### config.mk
export PLATFORM = sky130hd
export DESIGN_NAME = pitch_envelope_generator
export DESIGN_NICKNAME = d
export VERILOG_FILES = /design/src/rtl/peg_pkg.sv /design/src/rtl/peg_ctrl.sv /design/src/rtl/peg_dp.sv /design/src/rtl/pitch_envelope_generator.sv
export SDC_FILE = /design/constraint.sdc
export NUM_CORES = 1
export LEC_CHECK = 0
export BUFFER_PORTS_ARGS = -buffer_cell sky130_fd_sc_hd__clkbuf_2
export CAP_MARGIN = 20
export CORE_UTILIZATION = 44
export CTS_BUF_LIST = sky130_fd_sc_hd__clkbuf_8
export DETAILED_ROUTE_END_ITERATION = 16
export HOLD_SLACK_MARGIN = 0.12
export PLACE_DENSITY = 0.64
export SLEW_MARGIN = 20
export SYNTH_ARGS = -nofsm -noshare
export SYNTH_HDL_FRONTEND = slang
export SYNTH_SLANG_ARGS = --single-unit
### constraint.sdc
create_clock -name clk_i -period 6.1 [get_ports clk_i]
set_input_delay 0.915 -clock clk_i [delete_from_list [all_inputs] [get_ports clk_i]]
set_output_delay 0.915 -clock clk_i [all_outputs]
set_load 0.01 [all_outputs]
### src/rtl/peg_pkg.sv
// ----------------------------------------------------------------------------
// peg_pkg
// Shared types and constants for the pitch envelope generator.
// ----------------------------------------------------------------------------
package peg_pkg;

  localparam int NUM_STAGES_DEF = 4;
  localparam int NUM_WORDS      = 4;
  localparam int CFG_IDX_W      = 3;
  localparam int CFG_DATA_W     = 48;
  localparam int LEVEL_W        = 16;
  localparam int PHASE_W        = 16;
  localparam int COUNT_W        = 8;
  localparam int OUT_DATA_W     = 24;

  localparam logic [CFG_IDX_W-1:0] REG_STAGE0      = 3'd0;
  localparam logic [CFG_IDX_W-1:0] REG_START_STAGE = 3'd4;
  localparam logic [CFG_IDX_W-1:0] REG_START_LEVEL = 3'd5;

  localparam logic OP_ADVANCE = 1'b0;
  localparam logic OP_START   = 1'b1;

  typedef enum logic [2:0] {
    ST_IDLE,
    ST_STEP,
    ST_MUL,
    ST_ADD,
    ST_OUT
  } state_e;

  typedef struct packed {
    logic take;
    logic step;
    logic mul;
    logic add;
    logic load_out;
  } cmd_t;

  typedef struct packed {
    logic adv_run;
    logic inc_zero;
    logic carry;
    logic rem_zero;
  } sts_t;

endpackage

### src/rtl/peg_ctrl.sv
// ----------------------------------------------------------------------------
// peg_ctrl
// Sequencer: takes one request, runs the phase stepping loop, the scale
// multiply, the add and the result load, and tracks the output register.
// ----------------------------------------------------------------------------
module peg_ctrl (
  input  logic          clk_i,
  input  logic          rst_ni,
  input  logic          in_valid_i,
  output logic          in_ready_o,
  output logic          out_valid_o,
  input  logic          out_ready_i,
  input  peg_pkg::sts_t sts_i,
  output peg_pkg::cmd_t cmd_o
);
  import peg_pkg::*;

  state_e state_q, state_d;
  logic   out_valid_q, out_valid_d;
  logic   take;

  assign take = in_valid_i && (state_q == ST_IDLE);

  always_comb begin
    state_d = state_q;
    case (state_q)
      ST_IDLE: begin
        if (take) begin
          if (!sts_i.adv_run) begin
            state_d = ST_OUT;
          end else if (sts_i.inc_zero) begin
            state_d = ST_MUL;
          end else begin
            state_d = ST_STEP;
          end
        end
      end
      ST_STEP: begin
        if (sts_i.carry) begin
          state_d = ST_OUT;
        end else if (sts_i.rem_zero) begin
          state_d = ST_MUL;
        end
      end
      ST_MUL:  state_d = ST_ADD;
      ST_ADD:  state_d = ST_OUT;
      ST_OUT: begin
        if (!out_valid_q || out_ready_i) begin
          state_d = ST_IDLE;
        end
      end
      default: state_d = ST_IDLE;
    endcase
  end

  always_comb begin
    cmd_o          = '0;
    in_ready_o     = 1'b0;
    case (state_q)
      ST_IDLE: begin
        in_ready_o = 1'b1;
        cmd_o.take = in_valid_i;
      end
      ST_STEP: cmd_o.step = 1'b1;
      ST_MUL:  cmd_o.mul  = 1'b1;
      ST_ADD:  cmd_o.add  = 1'b1;
      ST_OUT:  cmd_o.load_out = !out_valid_q || out_ready_i;
      default: cmd_o = '0;
    endcase
  end

  always_comb begin
    out_valid_d = out_valid_q;
    if (out_valid_q && out_ready_i) begin
      out_valid_d = 1'b0;
    end
    if (cmd_o.load_out) begin
      out_valid_d = 1'b1;
    end
  end

  always_ff @(posedge clk_i or negedge rst_ni) begin
    if (!rst_ni) begin
      state_q     <= ST_IDLE;
      out_valid_q <= 1'b0;
    end else begin
      state_q     <= state_d;
      out_valid_q <= out_valid_d;
    end
  end

  assign out_valid_o = out_valid_q;

  a_out_hold: assert property (@(posedge clk_i) disable iff (!rst_ni)
    (state_q == ST_OUT && out_valid_q && !out_ready_i) |=> (state_q == ST_OUT))
    else $error("result overwrote a pending output");

  a_load_sets_valid: assert property (@(posedge clk_i) disable iff (!rst_ni)
    cmd_o.load_out |=> out_valid_q)
    else $error("loaded result not presented");

  a_short_path: assert property (@(posedge clk_i) disable iff (!rst_ni)
    (take && !sts_i.adv_run) |=> (state_q == ST_OUT))
    else $error("start or ignored request entered the stepping loop");

  a_loop_exit: assert property (@(posedge clk_i) disable iff (!rst_ni)
    (state_q == ST_STEP && sts_i.carry) |=> (state_q == ST_OUT))
    else $error("carry did not end the stepping loop");

endmodule

### src/rtl/peg_dp.sv
// ----------------------------------------------------------------------------
// peg_dp
// Datapath: configuration registers, envelope state, phase accumulator,
// step counter, scale multiplier and output register.
// ----------------------------------------------------------------------------
module peg_dp #(
  parameter int NUM_STAGES = peg_pkg::NUM_STAGES_DEF
) (
  input  logic                                 clk_i,
  input  logic                                 rst_ni,
  input  logic                                 cfg_we_i,
  input  logic [peg_pkg::CFG_IDX_W-1:0]        cfg_idx_i,
  input  logic [peg_pkg::CFG_DATA_W-1:0]       cfg_wdata_i,
  input  logic                                 in_op_i,
  input  logic [peg_pkg::COUNT_W-1:0]          in_elapsed_i,
  input  peg_pkg::cmd_t                        cmd_i,
  output peg_pkg::sts_t                        sts_o,
  output logic [peg_pkg::OUT_DATA_W-1:0]       out_data_o
);
  import peg_pkg::*;

  localparam int SW = $clog2(NUM_STAGES + 1);

  logic [CFG_DATA_W-1:0] word_q [NUM_WORDS];
  logic                  start_stage_q;
  logic [LEVEL_W-1:0]    start_level_q;

  logic [SW-1:0]         stage_q;
  logic                  active_q;
  logic [PHASE_W-1:0]    phase_q;
  logic [LEVEL_W-1:0]    base_q;
  logic [LEVEL_W-1:0]    delta_q;
  logic [LEVEL_W-1:0]    cur_q;
  logic [COUNT_W-1:0]    left_q;
  logic [15:0]           rem_q;
  logic [LEVEL_W-1:0]    prod_q;
  logic                  acc_q;

  logic [LEVEL_W-1:0]    res_level_q;
  logic [2:0]            res_stage_q;
  logic                  res_run_q;
  logic                  res_acc_q;

  logic [CFG_DATA_W-1:0] word_cur, word_nxt, word_start;
  logic [SW+1:0]         ext_cur, ext_nxt;
  logic [SW-1:0]         stage_inc;
  logic                  fin;
  logic [PHASE_W:0]      sum;
  logic [LEVEL_W-1:0]    base_nxt;
  logic [COUNT_W-1:0]    catchup;
  logic [15:0]           rem0;
  logic                  adv_ok;
  logic signed [32:0]    prod_w;
  logic [SW+2:0]         stage_ext;

  assign stage_inc = stage_q + SW'(1);
  assign fin       = stage_inc >= SW'(NUM_STAGES);
  assign ext_cur   = {2'b00, stage_q};
  assign ext_nxt   = {2'b00, stage_inc};

  always_comb begin
    if (ext_cur[SW+1:2] != '0) begin
      word_cur = '0;
    end else begin
      word_cur = word_q[stage_q[1:0]];
    end
    if (ext_nxt[SW+1:2] != '0) begin
      word_nxt = '0;
    end else begin
      word_nxt = word_q[stage_inc[1:0]];
    end
    word_start = word_q[{1'b0, start_stage_q}];
  end

  assign sum      = {1'b0, phase_q} + {1'b0, word_cur[31:16]};
  assign base_nxt = base_q + delta_q;
  assign catchup  = in_elapsed_i - COUNT_W'(1);
  assign rem0     = {8'b0, left_q} + {{8{catchup[7]}}, catchup};
  assign adv_ok   = (in_op_i == OP_ADVANCE) && active_q &&
                    (stage_q < SW'(NUM_STAGES)) && (in_elapsed_i != '0);
  assign prod_w   = $signed({{17{delta_q[LEVEL_W-1]}}, delta_q}) *
                    $signed({17'b0, phase_q});

  assign sts_o.adv_run  = adv_ok;
  assign sts_o.inc_zero = (word_cur[31:16] == '0);
  assign sts_o.carry    = sum[PHASE_W];
  assign sts_o.rem_zero = (rem_q == '0);

  always_ff @(posedge clk_i or negedge rst_ni) begin
    if (!rst_ni) begin
      for (int i = 0; i < NUM_WORDS; i++) begin
        word_q[i] <= '0;
      end
      start_stage_q <= 1'b0;
      start_level_q <= '0;
      stage_q       <= '0;
      active_q      <= 1'b0;
      phase_q       <= '0;
      base_q        <= '0;
      delta_q       <= '0;
      cur_q         <= '0;
      left_q        <= '0;
    end else begin
      if (cfg_we_i) begin
        if (cfg_idx_i < REG_START_STAGE) begin
          word_q[cfg_idx_i[1:0]] <= cfg_wdata_i;
        end else if (cfg_idx_i == REG_START_STAGE) begin
          start_stage_q <= cfg_wdata_i[0];
        end else if (cfg_idx_i == REG_START_LEVEL) begin
          start_level_q <= cfg_wdata_i[LEVEL_W-1:0];
        end
      end
      if (cmd_i.take && in_op_i == OP_START) begin
        stage_q  <= SW'(start_stage_q);
        base_q   <= start_level_q;
        cur_q    <= start_level_q;
        left_q   <= '0;
        active_q <= 1'b1;
        delta_q  <= word_start[47:32] - start_level_q;
        phase_q  <= word_start[15:0];
      end
      if (cmd_i.step) begin
        if (sum[PHASE_W]) begin
          left_q  <= rem_q[COUNT_W-1:0];
          base_q  <= base_nxt;
          cur_q   <= base_nxt;
          stage_q <= stage_inc;
          if (fin) begin
            phase_q  <= '0;
            active_q <= 1'b0;
          end else begin
            delta_q <= word_nxt[47:32] - base_nxt;
            phase_q <= word_nxt[15:0];
          end
        end else begin
          phase_q <= sum[PHASE_W-1:0];
        end
      end
      if (cmd_i.mul) begin
        left_q <= '0;
      end
      if (cmd_i.add) begin
        cur_q <= base_q + prod_q;
      end
    end
  end

  assign stage_ext = {3'b000, stage_q};

  always_ff @(posedge clk_i) begin
    if (cmd_i.take) begin
      rem_q <= rem0;
      acc_q <= (in_op_i == OP_START) || adv_ok;
    end
    if (cmd_i.step && !sum[PHASE_W]) begin
      rem_q <= rem_q - 16'd1;
    end
    if (cmd_i.mul) begin
      prod_q <= prod_w[31:16];
    end
    if (cmd_i.load_out) begin
      res_level_q <= cur_q;
      res_stage_q <= stage_ext[2:0];
      res_run_q   <= active_q;
      res_acc_q   <= acc_q;
    end
  end

  assign out_data_o = {3'b000, res_acc_q, res_run_q, res_stage_q, res_level_q};

endmodule

### src/rtl/pitch_envelope_generator.sv
// ----------------------------------------------------------------------------
// pitch_envelope_generator
// Four-stage pitch envelope with a stepped 16-bit phase accumulator.
//
//   channel  dir  handshake                 payload
//   s_axis   in   s_axis_tvalid/tready      tuser: operation; tdata: elapsed
//   m_axis   out  m_axis_tvalid/tready      tdata: offset, stage, running, acc
//   cfg      in   cfg_we_i                  cfg_idx_i, cfg_wdata_i
//
// Start and ignored requests go straight to the result load. An advance runs
// one loop pass per accumulator step (leftover count plus signed catch-up plus
// one, at most 65536; a phase carry ends the loop and skips multiply and add),
// then multiply, add and result load; a zero increment skips the loop.
// One request is in work at a time; a new one is taken while the previous
// result waits in the output register. After reset the envelope is inactive.
// ----------------------------------------------------------------------------
module pitch_envelope_generator #(
  parameter int NUM_STAGES = peg_pkg::NUM_STAGES_DEF
) (
  input  logic                           clk_i,
  input  logic                           rst_ni,
  input  logic                           cfg_we_i,
  input  logic [peg_pkg::CFG_IDX_W-1:0]  cfg_idx_i,
  input  logic [peg_pkg::CFG_DATA_W-1:0] cfg_wdata_i,
  input  logic                           s_axis_tvalid,
  output logic                           s_axis_tready,
  input  logic [7:0]                     s_axis_tdata,  // [7:0] period_count
  input  logic [0:0]                     s_axis_tuser,  // [0] operation
  output logic                           m_axis_tvalid,
  input  logic                           m_axis_tready,
  // [15:0] pitch_offset, [18:16] stage_now, [19] running, [20] accepted
  output logic [peg_pkg::OUT_DATA_W-1:0] m_axis_tdata
);
  import peg_pkg::*;

  cmd_t cmd;
  sts_t sts;

  peg_ctrl u_ctrl (
    .clk_i       (clk_i),
    .rst_ni      (rst_ni),
    .in_valid_i  (s_axis_tvalid),
    .in_ready_o  (s_axis_tready),
    .out_valid_o (m_axis_tvalid),
    .out_ready_i (m_axis_tready),
    .sts_i       (sts),
    .cmd_o       (cmd)
  );

  peg_dp #(
    .NUM_STAGES (NUM_STAGES)
  ) u_dp (
    .clk_i        (clk_i),
    .rst_ni       (rst_ni),
    .cfg_we_i     (cfg_we_i),
    .cfg_idx_i    (cfg_idx_i),
    .cfg_wdata_i  (cfg_wdata_i),
    .in_op_i      (s_axis_tuser[0]),
    .in_elapsed_i (s_axis_tdata),
    .cmd_i        (cmd),
    .sts_o        (sts),
    .out_data_o   (m_axis_tdata)
  );

endmodule
After elaboration in Yosys (flattened, before gate mapping)

Cells that the tools add are included.

Word-level logic and storage cells: 136
Output and inout bits: 26
Register bits after elaboration: 343
Bits of input ports: 65

Equal/unequal tests: 9
Bitwise logic cells: 7
$mul: 1
Multiplexer cells: 57
$add $sub $neg: 9
$lt $le $gt $ge: 8
Reductions and logical operators: 23

Operator list:

| kind                                                                   | count |
|---|---|
| 48-bit binary-select mux with 2-bit select                             | 3 |
| 48-bit two-way mux                                                     | 6 |
| 16-bit two-way mux                                                     | 17 |
| 192-bit bitwise mux                                                    | 1 |
| 48-bit demux with 2-bit select                                         | 1 |
| 32-bit two-way mux                                                     | 3 |
| 16-bit adder                                                           | 2 |
| 16-bit logical NOT                                                     | 2 |
| 16-bit by 17-bit multiplier with 32-bit output                         | 1 |
| 8-bit two-way mux                                                      | 4 |
| 16-bit subtractor                                                      | 2 |
| 3-bit two-way mux                                                      | 8 |
| 16-bit by 16-bit adder with 17-bit output                              | 1 |
| 16-bit by 1-bit subtractor with 16-bit output (second input constant)  | 1 |
| 3-bit greater-or-equal comparator (second input constant)              | 5 |
| 3-bit one-hot mux with 5 select lines                                  | 1 |
| 1-bit two-way mux                                                      | 12 |
| 9-bit by 8-bit adder with 10-bit output                                | 1 |
| 3-bit equality test (second input constant)                            | 3 |
| 2-bit NOT with 3-bit output                                            | 3 |
| 1-bit logical AND                                                      | 8 |
| 8-bit nonzero test                                                     | 1 |
| 8-bit by 1-bit subtractor with 8-bit output (second input constant)    | 1 |
| 3-bit by 2-bit equality test with 1-bit output (second input constant) | 2 |
| other kinds (16)                                                       | 25 |

Depth between registers and ports, before layout

Word-level depth: 10
Mapped depth: 23
Depth with buffers taken out: 21

Cells and area by module

From an unflattened synthesis, not the netlist that was laid out.

Cell total of the unflattened synthesis: 2598
Area total of the unflattened synthesis: 27445.1 µm²

By module, submodules not included:

| module   | area an instance (µm²) | sequential area each (µm²) | instances | cells each |
|---|---|---|---|---|
| peg_dp   | 27159.8                | 8753.4                     | 1         | 2565 |
| peg_ctrl | 285.3                  | 100.1                      | 1         | 33 |

Worst setup path after synthesis

Ideal clock, no wire load.

Path kind: register -> register
Start point: reg u_dp.delta_q[1]
End point: reg u_dp.prod_q[8], data pin
Clock period less this slack: 5.923 ns
Cell stages (with the launch flop): 21
Required time: 5.842 ns
Setup slack: 0.177 ns
Data arrival time: 5.665 ns
Library setup time: 0.258 ns
Path buffers: 1
Cells stage by stage: dfrtp_1 > clkbuf_1 > nand2_1 > fa_1 > fa_1 > fa_1 > inv_1 > fa_1 > fa_1 > inv_1 > fa_1 > inv_1 > ha_1 > a211o_1 > a21oi_1 > a32oi_1 > a31oi_4 > o21ai_4 > a31o_2 > a21oi_2 > xnor2_1

Word-level cells in the longest chain between the ends: 1

RTL lines:

| element                                        | line          | source |
|---|---|---|
| start, declared                                | peg_dp.sv:32  | `logic [LEVEL_W-1:0] delta_q;` |
| start signal, assigned                         | peg_dp.sv:119 | `delta_q <= word_start[47:32] - start_level_q;` |
| start signal, assigned                         | peg_dp.sv:132 | `delta_q <= word_nxt[47:32] - base_nxt;` |
| 16-bit by 17-bit multiplier with 32-bit output | peg_dp.sv:81  | `assign prod_w = $signed({{17{delta_q[LEVEL_W-1]}}, delta_q}) *` |
| via u_dp.prod_w[24]                            | peg_dp.sv:53  | `logic signed [32:0] prod_w;` |
| end signal, assigned                           | peg_dp.sv:159 | `prod_q <= prod_w[31:16];` |
| end, declared                                  | peg_dp.sv:36  | `logic [LEVEL_W-1:0] prod_q;` |

The timed path passes the listed nets, and every way through them passes these cells.
A chain may end at the register's enable or synchronous reset.

Final worst setup path

Start point: reg u_dp.delta_q[4]
End point: reg u_dp.prod_q[14], data pin

Same word-level chain as after synthesis.

==> results_dict.tcl <==
set metrics [dict create \
    hold_viol_final 0 \
    dp_hpwl_mm 56.9 \
    clockBufferDepth 3 \
    synth-edff-count 54 \
    ctsRootBufferMaster "clkbuf_8" \
    grt_max_degree 108 \
    netlist_instances 2599 \
    fin_cells 3605 \
    cts_tree "built" \
    drc_errors 0 \
    syn_area_sq_mm 0.0276 \
    worst_setup_path_end_kind "flop" \
    path_clk_slew_ns 0.06 \
    worst_slew_pin_slew_ns 0.973 \
    coreArea_sq_mm 0.0618 \
    synthArstFlopShare_pct 84.3 \
    r2r_cells 21 \
    crit_type "reg2reg" \
    wl_per_cell_um 20.4 \
    hold_class "in2async" \
    setup_ws_ns 0.180 \
    rsz0062_at_grt "true" \
    fmax_ghz 0.169 \
    grt_pass1_vias 20348 \
    num_vias 19837 \
    crit_path_max_fanout 6 \
    cts_max_level 2 \
    grt_pass1_wl_mm 115 \
    setup_viol_count_final 0 \
    cts_made_buffers 59 \
    required_ns 6.60 \
    place_congestion 0.926 \
    r2r-start "u_dp.delta_q[4]" \
    drive_gt1_share_pct 22.2 \
    grt_usage_pct 23.2 \
    rows 91 \
    drt_iter0_drc 1377 \
    clock_skew_ns 0.0418 \
    status "complete, no violations" \
    dp_slack_ns -0.0373 \
    portBuffers 87 \
    fin_crit_ns 5.92 \
    antenna_left 0 \
    postSynthAreaPerCell_sq_um 10.6 \
    clk_latency_ns 0.70 \
    fp.dieH_um 252 \
    die-area_sq_mm 0.0637 \
    fin_nets 3191 \
    cp-start-kind "flop" \
    ys_seq_area_share_pct 32.1 \
    critPathArrivalTime_ns 6.42 \
    grt_antenna_before_repair 1 \
    r2r_end "u_dp.prod_q[14]" \
    cts_hold_buf 0 \
    final_max_slew_viol_count 0 \
    drtPass1Iterations 5 \
    fin_crit_sh_pct 97.0 \
    routed_wl_mm 73.6 \
    vias_per_cell 5.50 \
    cts_sinks 343 \
    ys_ff_latch 343 \
    grt-ovfl-total 0 \
    area_growth_pct 11.5 \
    pin_count 91 \
    initial_utilization_pct 44.6 \
    slew_headroom_pct 35.1 \
    die_w_um 252 \
    n_fill_cell 5546 \
    cp-startpoint "u_dp.delta_q[4]" \
    reg2reg_slack_ns 0.18 \
    synth_cell_type_count 95 \
    synth-warning-count 0 \
    cap_violations 0 \
    dpl.cell_count 3488 \
    ys.flop_type "dfrtp_1" \
]
cells in the mapped netlist (30+ instances only):
| master | number | area [sq um] |
|---|---|---|
| ha_1 | 203 | 2540 |
| mux4_2 | 47 | 1060 |
| edfxtp_1 | 54 | 1620 |
| mux2_2 | 224 | 2520 |
| a21o_1 | 33 | 248 |
| dfrtp_1 | 289 | 7230 |
| nor2b_1 | 30 | 188 |
| nor2_1 | 77 | 289 |
| xnor2_1 | 63 | 552 |
| a21oi_1 | 124 | 621 |
| fa_1 | 199 | 3980 |
| nand2_1 | 255 | 957 |
| xor2_1 | 39 | 342 |
| and2_1 | 138 | 863 |
| clkbuf_1 | 76 | 285 |
| inv_1 | 272 | 1020 |
| o21ai_0 | 73 | 365 |
| nand3_1 | 37 | 185 |
sequential cells by signal, summed over array words and instances, names as in the netlist:
register / count
u_dp.active_q: 1
u_dp.prod_q: 16
u_dp.res_acc_q: 1
u_dp.word_q: 192
u_dp.left_q: 8
u_dp.stage_q: 3
u_ctrl.state_q: 3
u_dp.rem_q: 16
u_dp.start_level_q: 16
u_dp.phase_q: 16
u_dp.start_stage_q: 1
u_ctrl.out_valid_o: 1
u_dp.cur_q: 16
u_dp.base_q: 16
u_dp.delta_q: 16
u_dp.res_stage_q: 3
u_dp.res_level_q: 16
u_dp.acc_q: 1
u_dp.res_run_q: 1
worst max-delay path: stages, from the launching register on:
cell,delay [ns]
dfrtp_2,0.43
buf_6,0.13
buf_4,0.15
and2_1,0.18
fa_1,0.54
inv_1,0.05
fa_1,0.47
fa_1,0.51
inv_1,0.07
fa_1,0.45
fa_1,0.52
inv_1,0.05
fa_1,0.47
inv_1,0.04
ha_1,0.32
a21o_1,0.18
a21o_1,0.17
a21oi_1,0.26
o21ai_4,0.16
a21boi_4,0.22
o21ai_4,0.10
a211oi_1,0.27
logic make-up (layout without fill, tap and decap cells):
| family | count (synthesis) | count (layout) | synth area share (%) |
|---|---|---|---|
| buffers and inverters | 392 | 558 | 5.51 |
| XOR/XNOR | 103 | 103 | 3.30 |
| adder cells (fa/ha/maj) | 402 | 402 | 23.6 |
| flip-flops | 343 | 343 | 32.1 |
| other | 1 | 4 | 0.0136 |
| AND/OR/NAND/NOR | 668 | 668 | 12.2 |
| multiplexers | 298 | 298 | 14.0 |
| AO/OA/AOI/OAI | 392 | 392 | 9.33 |
how the worst max path moves through the flow:
stage | slack (ns) | depth (start not counted) | to
floorplan | 0.18 | 20 | u_dp.prod_q[8]
global placement | 0.10 | 21 | u_dp.prod_q[13]
detailed placement | -0.04 | 21 | u_dp.prod_q[13]
CTS | 0.002 | 21 | u_dp.prod_q[13]
global route | -0.06 | 21 | u_dp.prod_q[12]
finish | 0.18 | 21 | u_dp.prod_q[14]
placed cells by master (no fill, tap or decap), drive strengths merged, types with 64 or more instances in the layout:
cell type	n
a21oi	126
and2	138
buf	95
clkbuf	160
dfrtp	289
fa	199
ha	203
inv	294
mux2	224
nand2	255
nor2	77
o21ai	82
xnor2	64
through the flow:
step                      utilization [%]  instance area [sq um]  setup TNS [ns]  hold WS (ns)
after CTS                            49.4                  30500               0         0.280
after global placement               47.4                  29300               0         0.405
after global routing                 49.8                  30800         -0.0990         0.334
after floorplan                         -                  27600               0         0.400
after detailed placement             47.4                  29300         -0.0958         0.436
final                                49.8                  30800               0         0.280
layer usage:
layer / wire (um) / GRT usage, % / share of wire [%]
met1: 34000 / 33.2 / 46
met2: 34000 / 36.8 / 46
met3: 4010 / 3.44 / 5.5
met4: 1520 / 6.18 / 2.1
met5: 0 / 0 / 0
cell type report:
class                      instances  area (sq um)  area share (%)
multi-input combinational       1866         17400            56.6
clock inverter                    30           215           0.700
tap                              837          1050            3.40
sequential                       343          8870            28.8
timing repair buffer             181          1180            3.83
clock buffer                      74          1020            3.31
antenna                            1          2.50         0.00813
inverter                         273          1020            3.33
repair_timing:
action | CTS | global route
pin swaps | 1 | 18
setup endpoints to repair | 3 | 14
resized for setup | 0 | 38
cloned | 0 | 0
setup buffers | 1 | 11
Power is left out: the tool's default activity adds up to more than one toggle a clock period on the data nets, which glitch-free logic cannot reach.
